`src/sv/dcd_pkg.sv`:
```
// Package for the double clap detector: window size, field widths,
// configuration register indexes and shared types. No dependencies.
`default_nettype none
package dcd_pkg;

	localparam int WINDOW_SAMPLES = 16;
	localparam int AMP_W = 12;
	localparam int TIME_W = 32;
	localparam int MARGIN_W = 12;
	localparam int WIN_MS_W = 16;
	localparam int SLOT_W = (WINDOW_SAMPLES > 1) ? $clog2(WINDOW_SAMPLES) : 1;
	localparam int SUM_W = $clog2(WINDOW_SAMPLES * ((1 << AMP_W) - 1) + 1);

	localparam int IN_DATA_W = 48;
	localparam int OUT_DATA_W = 16;
	localparam int CFG_IDX_W = 1;
	localparam int CFG_DATA_W = 16;

	localparam logic [CFG_IDX_W-1:0] REG_AMPLITUDE_MARGIN = 1'd0;
	localparam logic [CFG_IDX_W-1:0] REG_CLAP_WINDOW_MS = 1'd1;

	localparam logic [MARGIN_W-1:0] MARGIN_RESET = 12'd100;
	localparam logic [WIN_MS_W-1:0] WIN_MS_RESET = 16'd500;

	typedef struct packed {
		logic [MARGIN_W-1:0] amplitude_margin;
		logic [WIN_MS_W-1:0] clap_window_ms;
	} cfg_t;

	typedef struct packed {
		logic [AMP_W-1:0] baseline;
		logic peak;
		logic double_clap;
	} result_t;

endpackage
`default_nettype wire

```
`src/sv/dcd_ring.sv`:
```
// Sample ring with running sum and baseline mean.
// Depends on dcd_pkg.
`default_nettype none
module dcd_ring
	import dcd_pkg::*;
(
	input  wire logic clk,
	input  wire logic arst_n,
	input  wire logic wr_en,
	input  wire logic [AMP_W-1:0] amplitude,
	output logic [AMP_W-1:0] baseline
);

	logic [AMP_W-1:0] ring_q [WINDOW_SAMPLES];
	logic [SLOT_W-1:0] slot_q;
	logic [SUM_W-1:0] sum_q;
	logic [SUM_W-1:0] sum_next;
	logic [SUM_W-1:0] mean;

	assign sum_next = sum_q - SUM_W'(ring_q[slot_q]) + SUM_W'(amplitude);
	assign mean = sum_next / SUM_W'(WINDOW_SAMPLES);
	assign baseline = mean[AMP_W-1:0];

	always_ff @(posedge clk or negedge arst_n) begin
		if (!arst_n) begin
			for (int i = 0; i < WINDOW_SAMPLES; i++) begin
				ring_q[i] <= '0;
			end
			slot_q <= '0;
			sum_q <= '0;
		end else if (wr_en) begin
			ring_q[slot_q] <= amplitude;
			sum_q <= sum_next;
			if (slot_q == SLOT_W'(WINDOW_SAMPLES - 1)) begin
				slot_q <= '0;
			end else begin
				slot_q <= slot_q + 1'b1;
			end
		end
	end

endmodule
`default_nettype wire

```
`src/sv/dcd_peak.sv`:
```
// Peak test against baseline plus margin and the two-peak clap tracker.
// Depends on dcd_pkg.
`default_nettype none
module dcd_peak
	import dcd_pkg::*;
(
	input  wire logic clk,
	input  wire logic arst_n,
	input  wire logic en,
	input  wire cfg_t cfg,
	input  wire logic [AMP_W-1:0] amplitude,
	input  wire logic [TIME_W-1:0] time_ms,
	input  wire logic [AMP_W-1:0] baseline,
	output logic peak,
	output logic double_clap
);

	logic [TIME_W-1:0] last_peak_q;
	logic count_q;
	logic [TIME_W-1:0] gap;
	logic restart;

	assign peak = {1'b0, amplitude} > ({1'b0, baseline} + {1'b0, cfg.amplitude_margin});
	assign gap = time_ms - last_peak_q;
	assign restart = gap > TIME_W'(cfg.clap_window_ms);
	assign double_clap = peak && count_q && !restart;

	always_ff @(posedge clk or negedge arst_n) begin
		if (!arst_n) begin
			last_peak_q <= '0;
			count_q <= 1'b0;
		end else if (en && peak) begin
			last_peak_q <= time_ms;
			count_q <= !(count_q && !restart);
		end
	end

endmodule
`default_nettype wire

```
`src/sv/double_clap_detector_unit.sv`:
```
// Top level of the double clap detector: input register, configuration
// registers, output register. Depends on dcd_pkg, dcd_ring and dcd_peak.
//
// Channel   Dir  Fields (lowest bit up)
// s_axis    in   amplitude[11:0], time_ms[43:12], zero fill to 48 bits
// m_axis    out  double_clap[0], peak[1], baseline[13:2], zero fill to 16 bits
// cfg       in   cfg_wen, cfg_index, cfg_wdata
//
// One result beat for every input beat, at one beat per cycle while m_tready
// holds. Each beat passes the input register, then ring and peak logic into
// the output register. Stalls on the output hold both registers and drop
// s_tready only when both are full. Reset clears the ring, the sum, the
// clap tracker and sets the configuration to its defaults.
`default_nettype none
module double_clap_detector_unit
	import dcd_pkg::*;
(
	input  wire logic clk,
	input  wire logic arst_n,
	input  wire logic s_tvalid,
	output logic s_tready,
	input  wire logic [IN_DATA_W-1:0] s_tdata,    // amplitude, time_ms
	output logic m_tvalid,
	input  wire logic m_tready,
	output logic [OUT_DATA_W-1:0] m_tdata,       // double_clap, peak, baseline
	input  wire logic cfg_wen,
	input  wire logic [CFG_IDX_W-1:0] cfg_index,
	input  wire logic [CFG_DATA_W-1:0] cfg_wdata
);

	cfg_t cfg_q;
	logic valid_s1;
	logic [AMP_W-1:0] amp_s1;
	logic [TIME_W-1:0] time_s1;
	logic valid_s2;
	result_t res_s2;
	logic advance;
	logic step;
	logic [AMP_W-1:0] baseline;
	logic peak;
	logic double_clap;

	assign advance = !valid_s2 || m_tready;
	assign step = valid_s1 && advance;
	assign s_tready = !valid_s1 || advance;

	always_ff @(posedge clk or negedge arst_n) begin
		if (!arst_n) begin
			cfg_q.amplitude_margin <= MARGIN_RESET;
			cfg_q.clap_window_ms <= WIN_MS_RESET;
		end else if (cfg_wen) begin
			unique case (cfg_index)
				REG_AMPLITUDE_MARGIN: cfg_q.amplitude_margin <= cfg_wdata[MARGIN_W-1:0];
				REG_CLAP_WINDOW_MS: cfg_q.clap_window_ms <= cfg_wdata[WIN_MS_W-1:0];
				default: ;
			endcase
		end
	end

	always_ff @(posedge clk or negedge arst_n) begin
		if (!arst_n) begin
			valid_s1 <= 1'b0;
		end else if (s_tready) begin
			valid_s1 <= s_tvalid;
		end
	end

	always_ff @(posedge clk) begin
		if (s_tready && s_tvalid) begin
			amp_s1 <= s_tdata[AMP_W-1:0];
			time_s1 <= s_tdata[AMP_W+TIME_W-1:AMP_W];
		end
	end

	dcd_ring u_ring (
		.clk       (clk),
		.arst_n    (arst_n),
		.wr_en     (step),
		.amplitude (amp_s1),
		.baseline  (baseline)
	);

	dcd_peak u_peak (
		.clk         (clk),
		.arst_n      (arst_n),
		.en          (step),
		.cfg         (cfg_q),
		.amplitude   (amp_s1),
		.time_ms     (time_s1),
		.baseline    (baseline),
		.peak        (peak),
		.double_clap (double_clap)
	);

	always_ff @(posedge clk or negedge arst_n) begin
		if (!arst_n) begin
			valid_s2 <= 1'b0;
		end else if (advance) begin
			valid_s2 <= valid_s1;
		end
	end

	always_ff @(posedge clk) begin
		if (step) begin
			res_s2.baseline <= baseline;
			res_s2.peak <= peak;
			res_s2.double_clap <= double_clap;
		end
	end

	assign m_tvalid = valid_s2;
	assign m_tdata = {{(OUT_DATA_W - AMP_W - 2){1'b0}}, res_s2};

endmodule
`default_nettype wire

```
`config.mk`:
```
export PLATFORM = sky130hd
export DESIGN_NAME = double_clap_detector_unit
export DESIGN_NICKNAME = d
export VERILOG_FILES = /design/src/sv/dcd_pkg.sv /design/src/sv/dcd_ring.sv /design/src/sv/dcd_peak.sv /design/src/sv/double_clap_detector_unit.sv
export SDC_FILE = /design/constraint.sdc
export NUM_CORES = 1
export LEC_CHECK = 0
export ABC_AREA = 1
export BUFFER_PORTS_ARGS = -buffer_cell sky130_fd_sc_hd__buf_2
export CAP_MARGIN = 20
export CORE_UTILIZATION = 45
export DETAILED_ROUTE_END_ITERATION = 12
export GPL_TIMING_DRIVEN = 1
export MAX_ROUTING_LAYER = met4
export SYNTH_ARGS = -nofsm -noshare
export SYNTH_HDL_FRONTEND = slang
export SYNTH_SLANG_ARGS = --single-unit
```
`constraint.sdc`:
```
create_clock -name clk -period 6.85 [get_ports clk]
set_input_delay 1.0275 -clock clk [delete_from_list [all_inputs] [get_ports clk]]
set_output_delay 1.0275 -clock clk [all_outputs]
set_load 0.05 [all_outputs]
```
; Word level (Yosys, flattened, before mapping)
; Index checks and enable logic that the tools add are counted.
[totals]
inputBits = 70
output_inout_bits = 18
word_cells = 63
regBits = 333
[classes]
n_lt_le_gt_ge = 4
n_mux = 7
bitwise = 2
addsub = 5
n_reduce_logical = 15
eq_ne = 1
[ops]
columns = cell, n
row1 = 192-bit bitwise mux, 1
row2 = 12-bit binary-select mux with 4-bit select, 1
row3 = 12-bit demux with 4-bit select, 1
row4 = 12-bit 2-to-1 mux, 3
row5 = 32-bit by 16-bit greater-than comparator with 1-bit output, 1
row6 = 32-bit subtractor, 1
row7 = 16-bit by 12-bit adder with 16-bit output, 1
row8 = 16-bit by 12-bit subtractor with 16-bit output, 1
row9 = 12-bit by 12-bit adder with 13-bit output, 1
row10 = 12-bit by 13-bit greater-than comparator with 1-bit output, 1
row11 = 1-bit logical AND, 7
row12 = "5-bit greater-or-equal comparator, second input constant", 1
row13 = "5-bit by 1-bit < comparator with 1-bit output, second input constant", 1
row14 = 4-bit inverter with 5-bit output, 1
row15 = "4-bit by 1-bit adder with 4-bit output, second input constant", 1
row16 = "4-bit equality test, second input constant", 1
row17 = 1-bit zero test, 4
row18 = 4-bit 2-to-1 mux, 1
row19 = 2-bit AND reduction, 2
row20 = 1-bit logical OR, 2
row21 = 1-bit inverter, 1

; Logic depth before layout (Yosys ltp)
; Gate-level depths: netlist (run 1).
[logic_depth]
ltp_word = 10
depth_mapped = 38
ltp_nobuf = 35

; By module
; Synthesis (run 1) repeated with hierarchy kept, for this count alone.
[unflattened]
hier_cells = 2441
area_unflattened_um2 = 18799.3
[by_module_without_submodules]
columns = mod, seq_area_each_um2, area_each_um2, n_inst, cells_per_inst
row1 = dcd_ring, 5305.1, 10722.8, 1, 1371
row2 = dcd_peak, 825.8, 5091.1, 1, 874
row3 = double_clap_detector_unit, 2503.7, 2985.4, 1, 196

; Least setup slack after synthesis (run 1)
; No wires, ideal clock.
[synth_timing]
kind = register to register
startpoint = reg u_ring.slot_q[0]
endpoint = reg u_peak.last_peak_q[22]
synth_period_minus_slack_ns = 5.675
path_slack_ns = 1.175
arrival_time_ns = 5.549
path_buffers = 3
setup_time_ns = 0.126
required_time_ns = 6.724
stages_incl_launch_ff = 34
path_cell_list = dfrtp_1 buf_2 clkinv_1 buf_2 o21ai_0 o22ai_1 a22o_1 a221oi_1 fa_1 ha_1 a21oi_1 o21ai_0 a21oi_1 o21ai_0 or2_2 nand2_1 inv_1 ha_1 nand2_1 nor3_1 a21oi_1 o21ai_0 a21oi_1 nor2_1 nor2_1 xor2_1 ha_1 nand4_1 nor4_1 nor3_1 nand3_2 nor2_4 buf_2 o21ai_0
[synth_between]
elab_chain_len = 9
[synth_lines]
columns = item, line_no
row1 = start: declaration, dcd_ring.sv:15  ; logic [SLOT_W-1:0] slot_q;
row2 = start signal: assignment, dcd_ring.sv:37  ; slot_q <= slot_q + 1'b1;
row3 = 4-bit inverter with 5-bit output (implied by the code), dcd_ring.sv:20  ; assign sum_next = sum_q - SUM_W'(ring_q[slot_q]) + SUM_W'(amplitude);
row4 = 12-bit binary-select mux with 4-bit select, dcd_ring.sv:20
row5 = 12-bit 2-to-1 mux (implied by the code) (2 in a row), dcd_ring.sv:20
row6 = 16-bit by 12-bit subtractor with 16-bit output, dcd_ring.sv:20
row7 = 16-bit by 12-bit adder with 16-bit output, dcd_ring.sv:20
row8 = named net baseline[5], double_clap_detector_unit.sv:39  ; logic [AMP_W-1:0] baseline;
row9 = 12-bit by 12-bit adder with 13-bit output, dcd_peak.sv:23  ; assign peak = {1'b0, amplitude} > ({1'b0, baseline} + {1'b0, cfg.amplitude_margin});
row10 = 12-bit by 13-bit greater-than comparator with 1-bit output, dcd_peak.sv:23
row11 = 1-bit logical AND, dcd_peak.sv:32  ; end else if (en && peak) begin
row12 = end signal: assignment, dcd_peak.sv:33  ; last_peak_q <= time_ms;
row13 = end: declaration, dcd_peak.sv:18  ; logic [TIME_W-1:0] last_peak_q;
; The timed path passes the listed nets, and every way through them passes these cells. The select of a mux whose other input is x is not followed.
; A chain may end at the register's enable or synchronous reset.

; Final worst setup path (run 1)
[layout_timing]
startpoint = reg u_ring.slot_q[0]
endpoint = reg u_peak.last_peak_q[0]
; The elaborated chain is that of the path after synthesis.

==> summary.txt, run 1 <==
Run status
  – Status: completed

Critical path
  – Worst r2r src: u_ring.slot_q[0]
  – Worst path arrival time: 6.72 ns
  – Worst setup EP type: flip-flop
  – Slowest-stage cell, CP: fa_1
  – Delay-heaviest family, CP: compound AO/OA/AOI/OAI gates
  – CP bufs+invs: 4
  – CP most frequent cell: o21ai_0
  – Crit path largest cell delay: 0.48 ns
  – Worst EP required: 7.29 ns
  – CP Max Fanout: 58
  – Flop2flop setup slack: 0.57 ns
  – Worst Setup SP: u_ring.slot_q[0]
  – Crit path kind: flip-flop to flip-flop
  – Worst setup SP type: flip-flop

CTS
  – Clock Tree Buf Depth: 3
  – Postcts setup bufs: 0
  – CTS Buf Count: 39
  – CTS tree: done
  – # clock sinks: 333
  – Clk slew on worst S/H paths: approximately 0.06 ns
  – Hold buffers post-CTS: 0
  – Root Driver: clkbuf_16
  – Worst skew pair latency: 0.56 ns
  – H-tree depth: 2
  – Post-cts resize count: 0

Die
  – Die area: 41100 µm²
  – Die Y: 203 µm
  – FP Rows: 73
  – Starting density of the core: 0.456
  – Area of the core: 39700 µm²
  – I/O pin cnt: 88
  – Die Width: 203 µm

Global route
  – Initial antenna violation count: 0
  – Vias in the first global route: 14478
  – Largest net degree at the start of global routing: ~150
  – Total GRT Usage: 0.245
  – Global-route wire length before repair: 76900 µm
  – Remaining Overflow, GRT: 0

STA
  – Actual slew at the worst max-slew pin: 1.09 ns
  – Pins Over Slew Limit: 0
  – Fin. Hold Viols: 0
  – Setup TNS: 0 ns
  – Setup Skew: 0.0174 ns
  – Slew HR: 0.270
  – RSZ-0062 raised after global routing: false
  – Tcrit/Tclk final: 0.917
  – Final min period: 6.28 ns
  – Fmax: 159 MHz
  – Endpoints failing setup: 0

Logic synthesis
  – Share of the yosys chip area belonging to registers: 0.477
  – Yosys warns: 0
  – Syn Area/Cell: 8.02 µm²
  – Synth Instances: 2259
  – Synthesis-stage register bit count: ~330
  – Mapped Area: 18100 µm²
  – Unique cell type count in the Yosys netlist: 45

Cells and area
  – Most frequent cells in the layout: 614 x nand2_1, 353 x o21ai_0, 265 x dfrtp_1
  – Most common cell after layout, fill and taps aside: nand2_1
  – Syn-to-layout area delta: 12.3%
  – Layout cells sized above 1: 0.0872
  – Ant. Diodes: 0
  – # nets final: 2486

Drt
  – DRT Wirelength: 47200 µm
  – WL/cell: 16.5 µm
  – Routed vias: 14863
  – Iteration-0 DRC Markers: between 1000 and 1500
  – Drt drc: 0
  – Avg Vias per Cell: around 5.2
  – First drt pass iteration count: 6
  – Final ANT Viol Nets: 0

Place
  – Dpl hpwl: 32700 µm
  – IO Port Bufs: 81
  – GPL Wtd Cong: 0.876

Hold path
  – Hold crit path type: flip-flop to flip-flop
  – Worst Hold Launch: u_ring.ring_q[21]

Flow run
  – Max Cap Viol: 0
final timing paths:
check | endpoint | cells after the start
min | u_ring.ring_q[21] | 2
max | u_peak.last_peak_q[0] | 33
min reg2reg | u_ring.ring_q[21] | 2
max in group asynchronous | u_peak.last_peak_q[31] | 2
max reg2reg | u_peak.last_peak_q[0] | 33
min in group asynchronous | u_ring.ring_q[103] | 1
worst reg2reg max path: cells and delay by family (launching register included):
kind / cells / cell delay [ns]
adder cells (fa/ha/maj): 4 / 1.51
AO/OA/AOI/OAI: 12 / 1.93
flip-flops: 1 / 0.44
XOR/XNOR: 1 / 0.14
buffers and inverters: 4 / 0.57
AND/OR/NAND/NOR: 12 / 1.55
layer usage:
metal / global-route usage / share of wire
met2: 0.375 / 0.45
met5: - / 0
met1: 0.334 / 0.46
met4: 0.0894 / 0.032
met3: 0.0313 / 0.050
cell families (layout without fill, tap and decap cells):
| logic type | after synthesis | count (layout) | share of synthesized area |
|---|---|---|---|
| other | 1 | 2 | 0.000207 |
| adder cells (fa/ha/maj) | 106 | 106 | 0.0790 |
| buffers and inverters | 362 | 441 | 0.0767 |
| AO/OA/AOI/OAI | 487 | 487 | 0.141 |
| XOR/XNOR | 40 | 40 | 0.0193 |
| flip-flops | 333 | 333 | 0.477 |
| AND/OR/NAND/NOR | 930 | 930 | 0.207 |
final cells by class:
cell class / instances / area, µm²
clock inverter: 9 / 90.1
tap: 525 / 657
clock buffer: 61 / 1150
timing repair buffer: 106 / 683
multi-input combinational: 1565 / 8130
inverter: 265 / 997
sequential: 333 / 8640
fill: 3822 / 19400
flip-flops by register name, indices dropped and copies added (netlist names):
name,cells
amp_s1,12
cfg_q,28
m_tdata,14
m_tvalid,1
time_s1,32
u_peak.count_q,1
u_peak.last_peak_q,32
u_ring.ring_q,192
u_ring.slot_q,4
u_ring.sum_q,16
valid_s1,1
per-stage QoR:
stage                     hold slack, ns  utilization  std cells  instance area, µm²  setup slack (ns)
after floorplan                    0.448            -       2260               18100              1.17
after global placement             0.461        0.479       2791               19000             0.346
after detailed placement           0.467        0.479       2791               19000             0.264
after CTS                          0.481        0.510       2861               20300             0.208
after global routing               0.497        0.512       2864               20300            0.0320
final                              0.479        0.512       2864               20300             0.571
synth_stat cells:
master	count	area (µm²)
clkbuf_1	77	289
dfstp_2	9	236
o22ai_1	48	300
nor4_1	1	6.26
o21ai_0	355	1780
xor2_1	32	280
a2111oi_0	1	8.76
nand4_1	26	163
o21bai_1	2	15.0
edfxtp_1	58	1740
nor2_1	188	706
o31ai_1	1	7.51
buf_1	6	22.5
nand3b_1	2	15.0
fa_1	14	280
inv_1	264	991
o21bai_2	1	11.3
a21oi_2	1	8.76
a31oi_1	1	6.26
dfrtp_1	266	6660
xnor2_1	8	70.1
conb_1	1	3.75
a21oi_1	66	330
nor3_1	10	50.1
nand3_1	59	295
or2_1	1	6.26
o21a_1	2	15.0
a221oi_1	2	17.5
and3_1	1	6.26
nand2_1	614	2300
o211ai_2	1	12.5
or2_2	2	12.5
buf_2	9	45.0
nand3_2	3	30.0
clkinv_1	1	3.75
o2111ai_1	1	8.76
nand2_2	9	56.3
ha_1	92	1150
a21o_1	2	15.0
a22o_1	2	17.5
o2bb2ai_1	1	8.76
nor2_4	2	22.5
buf_4	5	37.5
nor2_2	7	43.8
and2_1	5	31.3
Power of run 1 is left out: the tool's default activity adds up to more than one toggle a clock period on the data nets, which glitch-free logic cannot reach.
==> run 2, diff against run 1 <==
Settings changed: CTS_BUF_LIST set to sky130_fd_sc_hd__clkbuf_8.
==> run 2 against run 1 <==
  * Utilization down 0.25 points
  * Largest cell class unchanged
  * Die area unchanged
  * Sequential cell count unchanged
  * Routed wire length about the same
  * Hold slack worse by 0.051 ns
  * Final area down 0.48%
  * Count of clock-buffer cells in the layout up 7
  * Non-clock buffer count unchanged
  * Clock skew up 0.038 ns
==> summary.txt, run 2 (synthesis gave the netlist of run 1 again) <==
STA
  – Setup TNS: 0 ns (unchanged)
  – Tcrit/Tclk final: 0.922 (+0.00521)
  – Actual slew at the worst max-slew pin: 1.09 ns (-0.00218 ns)
  – Setup Skew: 0.0556 ns (+0.0382 ns)
  – Slew HR: 0.271 (+0.00145)
  – Fin. Hold Viols: 0 (unchanged)
  – RSZ-0062 raised after global routing: false
  – Final min period: 6.31 ns (+0.0357 ns)
  – Fin worst setup slack: 0.536 ns (-0.0357 ns)
  – Fmax: 158 MHz (-0.56%)
  – Pins Over Slew Limit: 0 (unchanged)
  – Endpoints failing setup: 0 (unchanged)

Hold path
  – Hold crit path type: input pin to asynchronous set/reset pin

Drt
  – Iteration-0 DRC Markers: 1046 (+0.38%)
  – Routed vias: 14813 (-0.34%)
  – Drt drc: 0 (unchanged)
  – WL/cell: 16.3 µm (-1.1%)
  – Avg Vias per Cell: 5.11 (-1.4%)
  – Final ANT Viol Nets: 0 (unchanged)
  – First drt pass iteration count: 8 (+2)
  – DRT Wirelength: 47200 µm (about the same)

Place
  – DP Worst Slack: 0.264 ns (unchanged)
  – IO Port Bufs: 81 (unchanged)
  – GPL Wtd Cong: 0.876 (unchanged)
  – Dpl hpwl: 32700 µm (unchanged)

Cells and area
  – Syn-to-layout area delta: 11.7%
  – Biggest registers after layout: u_ring.ring_q (192), time_s1 (32), u_peak.last_peak_q (32)
  – Most common cell after layout, fill and taps aside: nand2_1
  – Reg area: 8640 µm² (unchanged)
  – Layout cells sized above 1: 0.0962 (+0.00895)
  – Ant. Diodes: 0 (unchanged)
  – # nets final: 2504 (+0.72%)
  – Filler cell count: 3857 (+0.92%)
  – Most frequent cells in the layout: 614 x nand2_1, 353 x o21ai_0, 281 x inv_1
  – Multi-input logic area: 8140 µm² (about the same)
  – Number of flip-flops in the largest register: 192 (unchanged)
  – Biggest register: u_ring.ring_q

Critical path
  – Crit path largest cell delay: 0.46 ns (-0.02 ns)
  – Worst setup SP type: flip-flop
  – Slowest-stage cell, CP: dfrtp_2
  – CP bufs+invs: 5 (+1)
  – CP Max Fanout: 58 (unchanged)
  – Worst path arrival time: 6.84 ns (+0.12 ns)
  – Worst setup EP type: flip-flop
  – Worst EP required: 7.38 ns (+0.09 ns)
  – Crit path kind: flip-flop to flip-flop
  – Delay-heaviest family, CP: compound AO/OA/AOI/OAI gates

CTS
  – CTS tree: done
  – Hold buffers post-CTS: 0 (unchanged)
  – Clk slew on worst S/H paths: 0.06 ns (about the same)
  – # clock sinks: 333 (unchanged)
  – Worst skew pair latency: 0.68 ns (+0.12 ns)
  – CTS Buf Count: 57 (+46%)
  – Postcts setup bufs: 0 (unchanged)
  – Clock Tree Buf Depth: 3 (unchanged)
  – H-tree depth: 2 (unchanged)
  – Root Driver: clkbuf_8

Die
  – Die Width: 203 µm (unchanged)
  – FP Rows: 73 (unchanged)
  – Area of the core: 39700 µm² (unchanged)
  – Starting density of the core: 0.456 (unchanged)
  – I/O pin cnt: 88 (unchanged)
  – Die area: 41100 µm² (unchanged)
  – Die Y: 203 µm (unchanged)

Global route
  – Initial antenna violation count: 0 (unchanged)
  – Vias in the first global route: 14585 (+0.74%)
  – Total GRT Usage: 0.245 (about the same)
  – Global-route wire length before repair: 77200 µm (+0.34%)
  – Largest net degree at the start of global routing: 153 (unchanged)
  – Remaining Overflow, GRT: 0 (unchanged)

Flow run
  – Max Cap Viol: 0 (unchanged)

Run status
  – Status: completed
-- run 2: path summary, 6_finish.rpt --
check | from | endpoint | slack [ns] | cells past startpoint
min in group clk | u_ring.ring_q[161] | u_ring.ring_q[161] | 0.48 | 2
worst min-delay path | arst_n | u_ring.ring_q[127] | 0.43 | 1
max in group asynchronous | arst_n | u_peak.last_peak_q[28] | 4.95 | 2
worst max-delay path | u_ring.slot_q[0] | u_peak.last_peak_q[0] | 0.54 | 34
worst max register to register | u_ring.slot_q[0] | u_peak.last_peak_q[0] | 0.54 | 34
worst min register to register | u_ring.ring_q[161] | u_ring.ring_q[161] | 0.48 | 2
-- run 2: area by class of cell --
| cell class | instances | share of cell area |
|---|---|---|
| clock inverter | 34 | 0.00970 |
| tap | 525 | 0.0324 |
| clock buffer | 68 | 0.0462 |
| inverter | 265 | 0.0494 |
| sequential | 333 | 0.427 |
| multi-input combinational | 1565 | 0.402 |
| timing repair buffer | 106 | 0.0337 |
-- run 2: repair_timing --
action,in CTS,in global routing
endpoints found under the setup margin,0,35
hold endpoints to repair,0,0
gates resized for setup,0,16
-- run 2: metal layers --
layer  wire (µm)  GRT usage  vias up
met5           0          -        -
met4        1230     0.0862        0
met3        2330     0.0350       83
met2       21500      0.374      354
met1       22100      0.333     6918
li1            -          -     7458
-- run 2: stage by stage --
stage | utilization | hold WS (ns) | std cells | area (µm²)
6_report | 0.510 | 0.428 | 2896 | 20200
5_1_grt | 0.510 | 0.489 | 2896 | 20200
3_3_place_gp | 0.479 | 0.461 | 2791 | 19000
3_5_place_dp | 0.479 | 0.467 | 2791 | 19000
4_1_cts | 0.507 | 0.456 | 2893 | 20100
2_1_floorplan | - | 0.448 | 2260 | 18100
Power of run 2 is left out for the same reason.
